File: src/hw/rtl/mpqt_pkg.sv
// ---------------------------------------------------------------------------
// mpqt_pkg
// Shared constants for the unsorted minimum priority queue table.
// ---------------------------------------------------------------------------
`default_nettype none

package mpqt_pkg;

  localparam int MPQT_CAPACITY      = 64;
  localparam int MPQT_TAG_BITS      = 32;
  localparam int MPQT_PRIORITY_BITS = 16;

  localparam int OP_BITS     = 3;
  localparam int STATUS_BITS = 3;

  localparam logic [OP_BITS-1:0] OP_ENQUEUE = 3'd0;
  localparam logic [OP_BITS-1:0] OP_DEQUEUE = 3'd1;
  localparam logic [OP_BITS-1:0] OP_CHANGE  = 3'd2;
  localparam logic [OP_BITS-1:0] OP_PEEK    = 3'd3;
  localparam logic [OP_BITS-1:0] OP_CLEAR   = 3'd4;

  localparam logic [STATUS_BITS-1:0] ST_OK          = 3'd0;
  localparam logic [STATUS_BITS-1:0] ST_EMPTY       = 3'd1;
  localparam logic [STATUS_BITS-1:0] ST_NOT_FOUND   = 3'd2;
  localparam logic [STATUS_BITS-1:0] ST_LESS_URGENT = 3'd3;
  localparam logic [STATUS_BITS-1:0] ST_FULL        = 3'd4;

endpackage

`default_nettype wire

File: src/hw/rtl/mpqt_ram.sv
// ---------------------------------------------------------------------------
// mpqt_ram
// Generic simple dual-port RAM: one write port, one read port, registered read.
// ---------------------------------------------------------------------------
`default_nettype none

module mpqt_ram #(
  parameter int WIDTH = 8,
  parameter int DEPTH = 16,
  localparam int AW = (DEPTH > 1) ? $clog2(DEPTH) : 1
) (
  input  wire logic             clk,
  input  wire logic             we,
  input  wire logic [AW-1:0]    waddr,
  input  wire logic [WIDTH-1:0] wdata,
  input  wire logic             re,
  input  wire logic [AW-1:0]    raddr,
  output logic      [WIDTH-1:0] rdata
);

  logic [WIDTH-1:0] mem [DEPTH];

  always_ff @(posedge clk) begin
    if (we) begin
      mem[waddr] <= wdata;
    end
    if (re) begin
      rdata <= mem[raddr];
    end
  end

endmodule

`default_nettype wire

File: src/hw/rtl/min_priority_queue_table.sv
// ---------------------------------------------------------------------------
// min_priority_queue_table
// Minimum priority queue held in an unsorted table in one RAM. Each entry
// holds a valid bit, a recency rank, a signed priority and a tag.
// ---------------------------------------------------------------------------
//
// Channel  Direction  Contents
// in_*     slave      opcode, value_tag, new_priority
// out_*    master     out_tag, out_priority, entry_count, status
//
// Peek and change scan the whole table once, and change may then write the
// entry back; dequeue then makes a second pass that retires the entry and
// closes the recency ranks. Enqueue scans up to the first free slot; clear
// sweeps every slot, and a like sweep follows reset. Results leave through
// an output register, so the next item is taken while a result still waits.
// ---------------------------------------------------------------------------
`default_nettype none

module min_priority_queue_table
  import mpqt_pkg::*;
#(
  parameter int CAPACITY      = MPQT_CAPACITY,
  parameter int TAG_BITS      = MPQT_TAG_BITS,
  parameter int PRIORITY_BITS = MPQT_PRIORITY_BITS,
  localparam int CW     = $clog2(CAPACITY + 1),
  localparam int IN_RAW = OP_BITS + TAG_BITS + PRIORITY_BITS,
  localparam int IN_W   = ((IN_RAW + 7) / 8) * 8,
  localparam int OUT_RAW = TAG_BITS + PRIORITY_BITS + CW + STATUS_BITS,
  localparam int OUT_W   = ((OUT_RAW + 7) / 8) * 8
) (
  input  wire logic             clk,
  input  wire logic             rst_n,
  input  wire logic             in_tvalid,
  output logic                  in_tready,
  // opcode, value_tag, new_priority (from bit 0 up), zero padded
  input  wire logic [IN_W-1:0]  in_tdata,
  output logic                  out_tvalid,
  input  wire logic             out_tready,
  // out_tag, out_priority, entry_count, status (from bit 0 up), zero padded
  output logic      [OUT_W-1:0] out_tdata
);

  localparam int AW = $clog2(CAPACITY);
  localparam int EW = 1 + AW + PRIORITY_BITS + TAG_BITS;
  localparam logic [AW-1:0] LAST = AW'(CAPACITY - 1);
  localparam logic [CW-1:0] FULL = CW'(CAPACITY);

  localparam logic [2:0] S_CLR  = 3'd0;
  localparam logic [2:0] S_IDLE = 3'd1;
  localparam logic [2:0] S_SCAN = 3'd2;
  localparam logic [2:0] S_DEC  = 3'd3;
  localparam logic [2:0] S_WR   = 3'd4;
  localparam logic [2:0] S_FIN  = 3'd5;

  logic [2:0] state_r, state_nxt;
  logic clr_op_r, clr_op_nxt;
  logic [OP_BITS-1:0] op_r, op_nxt;
  logic [TAG_BITS-1:0] tag_r, tag_nxt;
  logic signed [PRIORITY_BITS-1:0] pri_r, pri_nxt;
  logic [CW-1:0] cnt_r, cnt_nxt;
  logic [AW-1:0] rd_addr_r, rd_addr_nxt;
  logic rd_on_r, rd_on_nxt;
  logic rv_r;
  logic [AW-1:0] ra_r;
  logic fnd_r, fnd_nxt;
  logic [AW-1:0] b_idx_r, b_idx_nxt;
  logic [TAG_BITS-1:0] b_tag_r, b_tag_nxt;
  logic signed [PRIORITY_BITS-1:0] b_pri_r, b_pri_nxt;
  logic [AW-1:0] b_rec_r, b_rec_nxt;
  logic [TAG_BITS-1:0] res_tag_r, res_tag_nxt;
  logic signed [PRIORITY_BITS-1:0] res_pri_r, res_pri_nxt;
  logic [STATUS_BITS-1:0] res_st_r, res_st_nxt;
  logic out_valid_r, out_valid_nxt;
  logic [OUT_W-1:0] out_tdata_r, out_tdata_nxt;

  logic we;
  logic [AW-1:0] waddr;
  logic [EW-1:0] wdata;
  logic [EW-1:0] rd_data;

  logic [OP_BITS-1:0] in_op;
  logic [TAG_BITS-1:0] in_tag;
  logic signed [PRIORITY_BITS-1:0] in_pri;
  logic in_xfer;

  logic d_v;
  logic [AW-1:0] d_rec;
  logic signed [PRIORITY_BITS-1:0] d_pri;
  logic [TAG_BITS-1:0] d_tag;
  logic upd;

  assign in_op   = in_tdata[OP_BITS-1:0];
  assign in_tag  = in_tdata[OP_BITS +: TAG_BITS];
  assign in_pri  = in_tdata[OP_BITS + TAG_BITS +: PRIORITY_BITS];
  assign in_tready = (state_r == S_IDLE);
  assign in_xfer = in_tvalid && in_tready;

  assign d_tag = rd_data[TAG_BITS-1:0];
  assign d_pri = rd_data[TAG_BITS +: PRIORITY_BITS];
  assign d_rec = rd_data[TAG_BITS + PRIORITY_BITS +: AW];
  assign d_v   = rd_data[EW-1];

  assign out_tvalid = out_valid_r;
  assign out_tdata  = out_tdata_r;

  mpqt_ram #(
    .WIDTH (EW),
    .DEPTH (CAPACITY)
  ) u_ram (
    .clk   (clk),
    .we    (we),
    .waddr (waddr),
    .wdata (wdata),
    .re    (rd_on_r),
    .raddr (rd_addr_r),
    .rdata (rd_data)
  );

  always_comb begin
    upd = 1'b0;
    if (op_r == OP_CHANGE) begin
      upd = d_v && (d_tag == tag_r) && (!fnd_r || (d_rec > b_rec_r));
    end else begin
      upd = d_v && (!fnd_r || (d_pri < b_pri_r) ||
                    ((d_pri == b_pri_r) && (d_rec > b_rec_r)));
    end
  end

  always_comb begin
    state_nxt     = state_r;
    clr_op_nxt    = clr_op_r;
    op_nxt        = op_r;
    tag_nxt       = tag_r;
    pri_nxt       = pri_r;
    cnt_nxt       = cnt_r;
    rd_addr_nxt   = rd_addr_r;
    rd_on_nxt     = rd_on_r;
    fnd_nxt       = fnd_r;
    b_idx_nxt     = b_idx_r;
    b_tag_nxt     = b_tag_r;
    b_pri_nxt     = b_pri_r;
    b_rec_nxt     = b_rec_r;
    res_tag_nxt   = res_tag_r;
    res_pri_nxt   = res_pri_r;
    res_st_nxt    = res_st_r;
    out_valid_nxt = out_valid_r && !out_tready;
    out_tdata_nxt = out_tdata_r;
    we    = 1'b0;
    waddr = ra_r;
    wdata = '0;

    if (rd_on_r) begin
      rd_addr_nxt = rd_addr_r + AW'(1);
      if (rd_addr_r == LAST) begin
        rd_on_nxt = 1'b0;
      end
    end

    unique case (state_r)
      S_CLR: begin
        we    = 1'b1;
        waddr = rd_addr_r;
        wdata = '0;
        rd_addr_nxt = rd_addr_r + AW'(1);
        if (rd_addr_r == LAST) begin
          rd_addr_nxt = '0;
          state_nxt   = clr_op_r ? S_FIN : S_IDLE;
          clr_op_nxt  = 1'b0;
        end
      end
      S_IDLE: begin
        if (in_xfer) begin
          op_nxt      = in_op;
          tag_nxt     = in_tag;
          pri_nxt     = in_pri;
          res_tag_nxt = '0;
          res_pri_nxt = '0;
          res_st_nxt  = ST_OK;
          fnd_nxt     = 1'b0;
          rd_addr_nxt = '0;
          state_nxt   = S_FIN;
          priority if (in_op == OP_CLEAR) begin
            cnt_nxt    = '0;
            clr_op_nxt = 1'b1;
            state_nxt  = S_CLR;
          end else if (in_op == OP_ENQUEUE) begin
            if (cnt_r >= FULL) begin
              res_st_nxt = ST_FULL;
            end else begin
              rd_on_nxt = 1'b1;
              state_nxt = S_SCAN;
            end
          end else if (in_op == OP_DEQUEUE || in_op == OP_PEEK ||
                       in_op == OP_CHANGE) begin
            if (cnt_r == '0) begin
              res_st_nxt = (in_op == OP_CHANGE) ? ST_NOT_FOUND : ST_EMPTY;
            end else begin
              rd_on_nxt = 1'b1;
              state_nxt = S_SCAN;
            end
          end else begin
            res_st_nxt = ST_OK;
          end
        end
      end
      S_SCAN: begin
        if (rv_r) begin
          if (op_r == OP_ENQUEUE) begin
            if (!d_v) begin
              we        = 1'b1;
              waddr     = ra_r;
              wdata     = {1'b1, cnt_r[AW-1:0], pri_r, tag_r};
              cnt_nxt   = cnt_r + CW'(1);
              rd_on_nxt = 1'b0;
              state_nxt = S_FIN;
            end
          end else begin
            if (upd) begin
              fnd_nxt   = 1'b1;
              b_idx_nxt = ra_r;
              b_tag_nxt = d_tag;
              b_pri_nxt = d_pri;
              b_rec_nxt = d_rec;
            end
            if (ra_r == LAST) begin
              if (op_r == OP_CHANGE) begin
                priority if (!fnd_nxt) begin
                  res_st_nxt = ST_NOT_FOUND;
                  state_nxt  = S_FIN;
                end else if (b_pri_nxt < pri_r) begin
                  res_st_nxt = ST_LESS_URGENT;
                  state_nxt  = S_FIN;
                end else begin
                  state_nxt = S_WR;
                end
              end else begin
                res_tag_nxt = b_tag_nxt;
                res_pri_nxt = b_pri_nxt;
                if (op_r == OP_DEQUEUE) begin
                  rd_addr_nxt = '0;
                  rd_on_nxt   = 1'b1;
                  state_nxt   = S_DEC;
                end else begin
                  state_nxt = S_FIN;
                end
              end
            end
          end
        end
      end
      S_DEC: begin
        if (rv_r) begin
          waddr = ra_r;
          if (ra_r == b_idx_r) begin
            we    = 1'b1;
            wdata = {1'b0, d_rec, d_pri, d_tag};
          end else if (d_v && (d_rec > b_rec_r)) begin
            we    = 1'b1;
            wdata = {1'b1, d_rec - AW'(1), d_pri, d_tag};
          end
          if (ra_r == LAST) begin
            cnt_nxt   = cnt_r - CW'(1);
            state_nxt = S_FIN;
          end
        end
      end
      S_WR: begin
        we        = 1'b1;
        waddr     = b_idx_r;
        wdata     = {1'b1, b_rec_r, pri_r, b_tag_r};
        state_nxt = S_FIN;
      end
      S_FIN: begin
        if (!out_valid_r || out_tready) begin
          out_valid_nxt = 1'b1;
          out_tdata_nxt = OUT_W'({res_st_r, cnt_r, res_pri_r, res_tag_r});
          state_nxt     = S_IDLE;
        end
      end
      default: begin
        state_nxt = S_IDLE;
      end
    endcase
  end

  always_ff @(posedge clk) begin
    if (!rst_n) begin
      state_r     <= S_CLR;
      clr_op_r    <= 1'b0;
      cnt_r       <= '0;
      rd_addr_r   <= '0;
      rd_on_r     <= 1'b0;
      rv_r        <= 1'b0;
      fnd_r       <= 1'b0;
      out_valid_r <= 1'b0;
    end else begin
      state_r     <= state_nxt;
      clr_op_r    <= clr_op_nxt;
      cnt_r       <= cnt_nxt;
      rd_addr_r   <= rd_addr_nxt;
      rd_on_r     <= rd_on_nxt;
      rv_r        <= rd_on_r;
      fnd_r       <= fnd_nxt;
      out_valid_r <= out_valid_nxt;
    end
  end

  always_ff @(posedge clk) begin
    op_r        <= op_nxt;
    tag_r       <= tag_nxt;
    pri_r       <= pri_nxt;
    ra_r        <= rd_addr_r;
    b_idx_r     <= b_idx_nxt;
    b_tag_r     <= b_tag_nxt;
    b_pri_r     <= b_pri_nxt;
    b_rec_r     <= b_rec_nxt;
    res_tag_r   <= res_tag_nxt;
    res_pri_r   <= res_pri_nxt;
    res_st_r    <= res_st_nxt;
    out_tdata_r <= out_tdata_nxt;
  end

endmodule

`default_nettype wire
File: config.mk
export PLATFORM = sky130hd
export DESIGN_NAME = min_priority_queue_table
export DESIGN_NICKNAME = d
export VERILOG_FILES = /design/src/hw/rtl/mpqt_pkg.sv /design/src/hw/rtl/mpqt_ram.sv /design/src/hw/rtl/min_priority_queue_table.sv
export SDC_FILE = /design/constraint.sdc
export NUM_CORES = 2
export LEC_CHECK = 0
export BUFFER_PORTS_ARGS = -buffer_cell sky130_fd_sc_hd__buf_2
export CAP_MARGIN = 10
export CORE_MARGIN = 2
export CORE_UTILIZATION = 42
export CTS_BUF_LIST = sky130_fd_sc_hd__clkbuf_16
export CTS_CLUSTER_DIAMETER = 80
export DETAILED_ROUTE_END_ITERATION = 16
export PLACE_DENSITY = 0.62
export SLEW_MARGIN = 25
export SYNTH_ARGS = -nofsm -noshare
export SYNTH_HDL_FRONTEND = slang
export SYNTH_SLANG_ARGS = --single-unit
File: constraint.sdc
create_clock -name clk -period 28.3 [get_ports clk]
set_input_delay 5.66 -clock clk [delete_from_list [all_inputs] [get_ports clk]]
set_output_delay 5.66 -clock clk [all_outputs]
set_load 0.03 [all_outputs]
* After elaboration in Yosys (flattened, before gate mapping)
Memories as Yosys holds them, arrays and structs flattened. A register that Yosys moved wholly into a read port is not among the register bits. Cells that the tools add are included. Widths: inputs -> output; s select.
Cells by class: bitwise logic cells 1, multiplexer cells 115, equal/unequal tests 32, order comparisons 4, add/sub/neg operators 4, reductions and logical operators 34
Operator list (number):
- $mux 55 | 6
- $mux 32 | 6
- $pmux 55 s3 | 1
- $mux 16 | 9
- $mux 3 | 28
- $pmux 32 s2 | 1
- $mux 7 | 7
- $mux 6 | 8
- $mux 1 | 37
- $eq 32x32->1 | 1
- $lt 16x16->1 | 2
- $pmux 16 s2 | 1
- $ne 2x2->1 const B | 11
- $pmux 7 s3 | 1
- $pmux 3 s6 | 1
- $pmux 6 s3 | 1
- $eq 16x16->1 | 1
- $reduce_and 8->1 | 2
- $eq 3x2->1 const B | 5
- $eq 6x6->1 const B | 2
- $pmux 6 s2 | 1
- $reduce_and 4->1 | 3
- $eq 3x1->1 const B | 3
- $eq 3x3->1 const B | 3
- 26 further kinds | 49
Word-level totals: register bits after elaboration 247, input bits 60, output and inout port bits 66, memory bits (writable) 3520, memories 1, word-level logic and storage cells 211
Memory list:
- u_ram.mem | depth 64, width 55, rd ports 1, clocked after Yosys merged registers in 1, write ports 1, RTL line mpqt_ram.sv:21 | logic [WIDTH-1:0] mem [DEPTH];

* Longest topological paths before layout
depth after elaboration 17, mapped depth 17, depth with buffers taken out 16

* By module
A second synthesis with hierarchy kept.
Unflattened totals: cells, all modules 6587, area total of the unflattened synthesis 146738.2 um^2
Modules (own cells, without submodules):
- mpqt_ram | seq. area each 107353.0 um^2, instances 1, area each 135027.0 um^2, cells each 5717
- min_priority_queue_table | seq. area each 7146.9 um^2, instances 1, area each 11711.2 um^2, cells each 870

* Least setup slack after synthesis
OpenSTA, ideal clock, no wires.
path type input -> register, start in in_tvalid, end reg res_pri_r[0] (enable), path buffers 0, stages on the path 4, path slack 14.368 ns, library setup time 0.454 ns, arrival time 13.478 ns, cell sequence inv_1 -> nor4_1 -> nor2_1 -> nor2_1
Between the ends: longest elaborated chain between the ends 3
Ends and longest elaborated chain:
- start, declared | RTL line min_priority_queue_table.sv:33 | input wire logic in_tvalid,
- $logic_and 1x1->1 | RTL line min_priority_queue_table.sv:96 | assign in_xfer = in_tvalid && in_tready;
- $ne 2x1->1 (no source line)
- $reduce_and 6->1 (no source line)
- end signal, assigned | RTL line min_priority_queue_table.sv:318 | res_pri_r <= res_pri_nxt;
- end, declared | RTL line min_priority_queue_table.sv:71 | logic signed [PRIORITY_BITS-1:0] res_pri_r, res_pri_nxt;
No other way between the ends. A chain may end at the register's enable or synchronous reset.

* Final worst setup path
start reg state_r[0], end out in_tready
Between the ends: longest elaborated chain between the ends 1
Ends and longest elaborated chain:
- start, declared | RTL line min_priority_queue_table.sv:55 | logic [2:0] state_r, state_nxt;
- start signal, assigned | RTL line min_priority_queue_table.sv:297 | state_r <= state_nxt;
- $eq 3x1->1 | RTL line min_priority_queue_table.sv:95 | assign in_tready = (state_r == S_IDLE);
- end, declared | RTL line min_priority_queue_table.sv:34 | output logic in_tready,
No other way between the ends.

==> impl_metrics.toml <==
[timing]
skew_ps = 79.7
slew_headroom_pct = 24.4
rsz0062_at_grt = "false"
finalCriticalPeriod_ps = 8430
fmax_mhz = 119
fin_tns_setup_ps = 0
hold_viol_final = 0
fin_crit_sh_pct = 29.8
setup_viol = 0
slew_viol_final = 0
tightestPinTransition_ps = 1130

[routing]
routed_via_density = 6.11
vias = 69300
wl_um = 402000
drt_first_pass_iters = 9
wl_per_cell_um = 35.5
first_iter_violations = 10300
antenna_left = 0
drc_errors = 0

[worst_setup_path]
worstPathRequired_ps = 22640
crit_path_max_fanout = 9
path_cells = "clkinv_1, nor3_1, buf_4, buf_2"
critical_path_class = "register to output port"
cpMaxStageDelayCell = "dfxtp_1"
end_kind = "output port"
cp-start-kind = "register"
worst_ep_arrival_time_ps = 2770
cp_slowest_stage_delay_ps = 550

[die]
die_area_um2 = 354000
start_util_pct = 42.3
io_pins = 126
rows = 216
dieWidth_um = 595
die_h_um = 595
core_um2 = 347000

[synth]
avgSynthCellArea_um2 = 24.5
synthFlopType = "edfxtp_1"
synth_top_area_share_pct = 77.8
yosys_register_bits = 3822
yosys.area.top_type = "edfxtp_1"
yosys_warnings = 0
synth.area.top_cells = "edfxtp_1 (78%), mux4_2 (18%), clkbuf_1 (0.41%), ha_1 (0.38%), dfxtp_1 (0.37%)"
synth-edff-count = 3795
synth-seq-area-share_pct = 78.1
yosysMostFrequentCell = "edfxtp_1"
synth_cells = 5976
synth-xor-area-share_pct = 0.287
synth_top_family_by_area = "multiplexers"
yosys-top-cells-count = "edfxtp_1 (3795), mux4_2 (1155), clkbuf_1 (161)"
synthMuxAreaShare_pct = 18.2
ys_types = 68
synthSimpleGateAreaFrac_pct = 1.03
synthArstFlopShare_pct = 0
synthAdderAreaFrac_pct = 0.389
synth-compound-area-share_pct = 0.829
syn_area_um2 = 147000

[layout]
syn2layout_area_growth_pct = 13.9
finalNetCount = 6532
finish.utilization_pct = 48.1
drive_gt1_share_pct = 31.8
fin_cells = 11300

[hold_path]
hp-class = "register to register"

[status]
status = "finished clean"

[pwr]
p_leak_nw = 57.6
vdd_ir_drop_max_mv = 0.0571
power.density_nw_per_um2 = 77.9
power_mw = 13.0

[clock_tree]
postCtsSetupBuffers = 0
cts_num_sinks = 3822
cts_htree_levels = 5
cts.clk_slew.worst_paths_ps = 60
cts_resized = 0
postCtsHoldBufs = 0
clk_latency_ps = 950
cts_tree = "yes"
numCtsBuffers = 388
clockRootBuffer = "clkbuf_16"
cts_buffer_depth = 4

[placed_design]
post-place-cells = 10600
gp_congestion = 0.839
portBuffers = 114
hpwl_um = 211000

[grt]
grt_max_degree = 153
grt_pass1_wl_um = 553000
grt_use_total_pct = 22.4
grt_overflow = 0
grt_pass1_vias = 69100
grt_antenna_before_repair = 21

[job]
drv_cap = 0
area by class of cell:
class | count | area, um^2
Fill cell | 27300 | 180000
Sequential cell | 3822 | 115000
Multi-Input combinational cell | 1767 | 31000
Clock buffer | 398 | 9960
Tap cell | 4578 | 5730
Timing Repair Buffer | 361 | 2940
Clock inverter | 310 | 2430
Inverter | 87 | 335
Antenna cell | 8 | 20.0
cell families (layout without fill, tap and decap cells):
group           after synthesis  in the layout
compound gates              160            160
xor+xnor                     48             48
fa+ha+maj                    45             45
buf+inv                     392           1156
flops                      3822           3822
mux                        1209           1209
other cells                   1             14
simple gates                299            299
through the flow:
stage	instance area, um^2	hold WS, ps	setup WS [ps]
floorplan	147000	329	14370
global placement	154000	401	20170
detailed placement	154000	405	20150
CTS	167000	418	19900
global route	167000	433	19860
finish	167000	418	19870
cell usage in the layout, fill, tap and decap left out, types with 9 or more instances in the layout:
cell,synthesis,routed
mux4_2,1155,1155
and2_1,54,53
a21o_1,10,10
mux2_1,45,45
buf_4,35,207
nand3_1,11,11
buf_6,6,11
nor2_4,0,67
buf_16,0,16
xnor2_1,40,40
or2_2,12,11
ha_1,44,44
nand2_1,37,37
o21ai_0,15,12
inv_1,85,163
bufinv_16,0,33
clkbuf_16,0,398
clkinvlp_4,0,9
nor3_1,19,18
a21oi_1,38,38
clkinv_2,0,63
buf_2,57,114
nand4_1,18,18
dfxtp_1,27,21
edfxtp_1,3795,3795
a222oi_1,36,36
a22o_1,15,11
buf_12,0,11
nor2_1,101,34
clkinv_1,2,104
path summary, 6_finish.rpt:
kind,start,to,slack (ps),depth (start not counted)
max,state_r[0],in_tready,19870,4
min,res_tag_r[27],out_tdata[27],420,0
max reg2reg,u_ram.rdata[10],res_st_r[0],22040,16
min reg2reg,res_tag_r[27],out_tdata[27],420,0
registers in the layout, indices dropped and copies added (netlist names), 6 cells and up:
signal and count:
ra_r 6, rd_addr_r 6, b_pri_r 16, b_idx_r 6, res_tag_r 32, cnt_r 7, res_pri_r 16, pri_r 16
b_rec_r 6, out_tdata 58, b_tag_r 32, u_ram.mem 3520, tag_r 32, u_ram.rdata 55
critical path: cells and delay by family (launching register included):
family,cells,cell delay (ps)
AND/OR/NAND/NOR,1,480
buffers and inverters,3,830
flip-flops,1,550
layer usage:
layer / global-route usage [%] / vias to the layer above / share of wire [%]
met4: 8.96 / 6 / 4.4
met3: 3.48 / 746 / 9.0
met1: 31.1 / 37900 / 38
met2: 35.9 / 3794 / 48
met5: 0 / - / 0.015
li1: - / 26800 / -
report_power, final:
| part | internal [mW] | switching (mW) |
|---|---|---|
| sequential | 6.38 | 0.0594 |
| clock | 2.85 | 2.16 |
| combinational | 0.682 | 0.867 |
No activity file was read; power rests on OpenSTA's default activity.
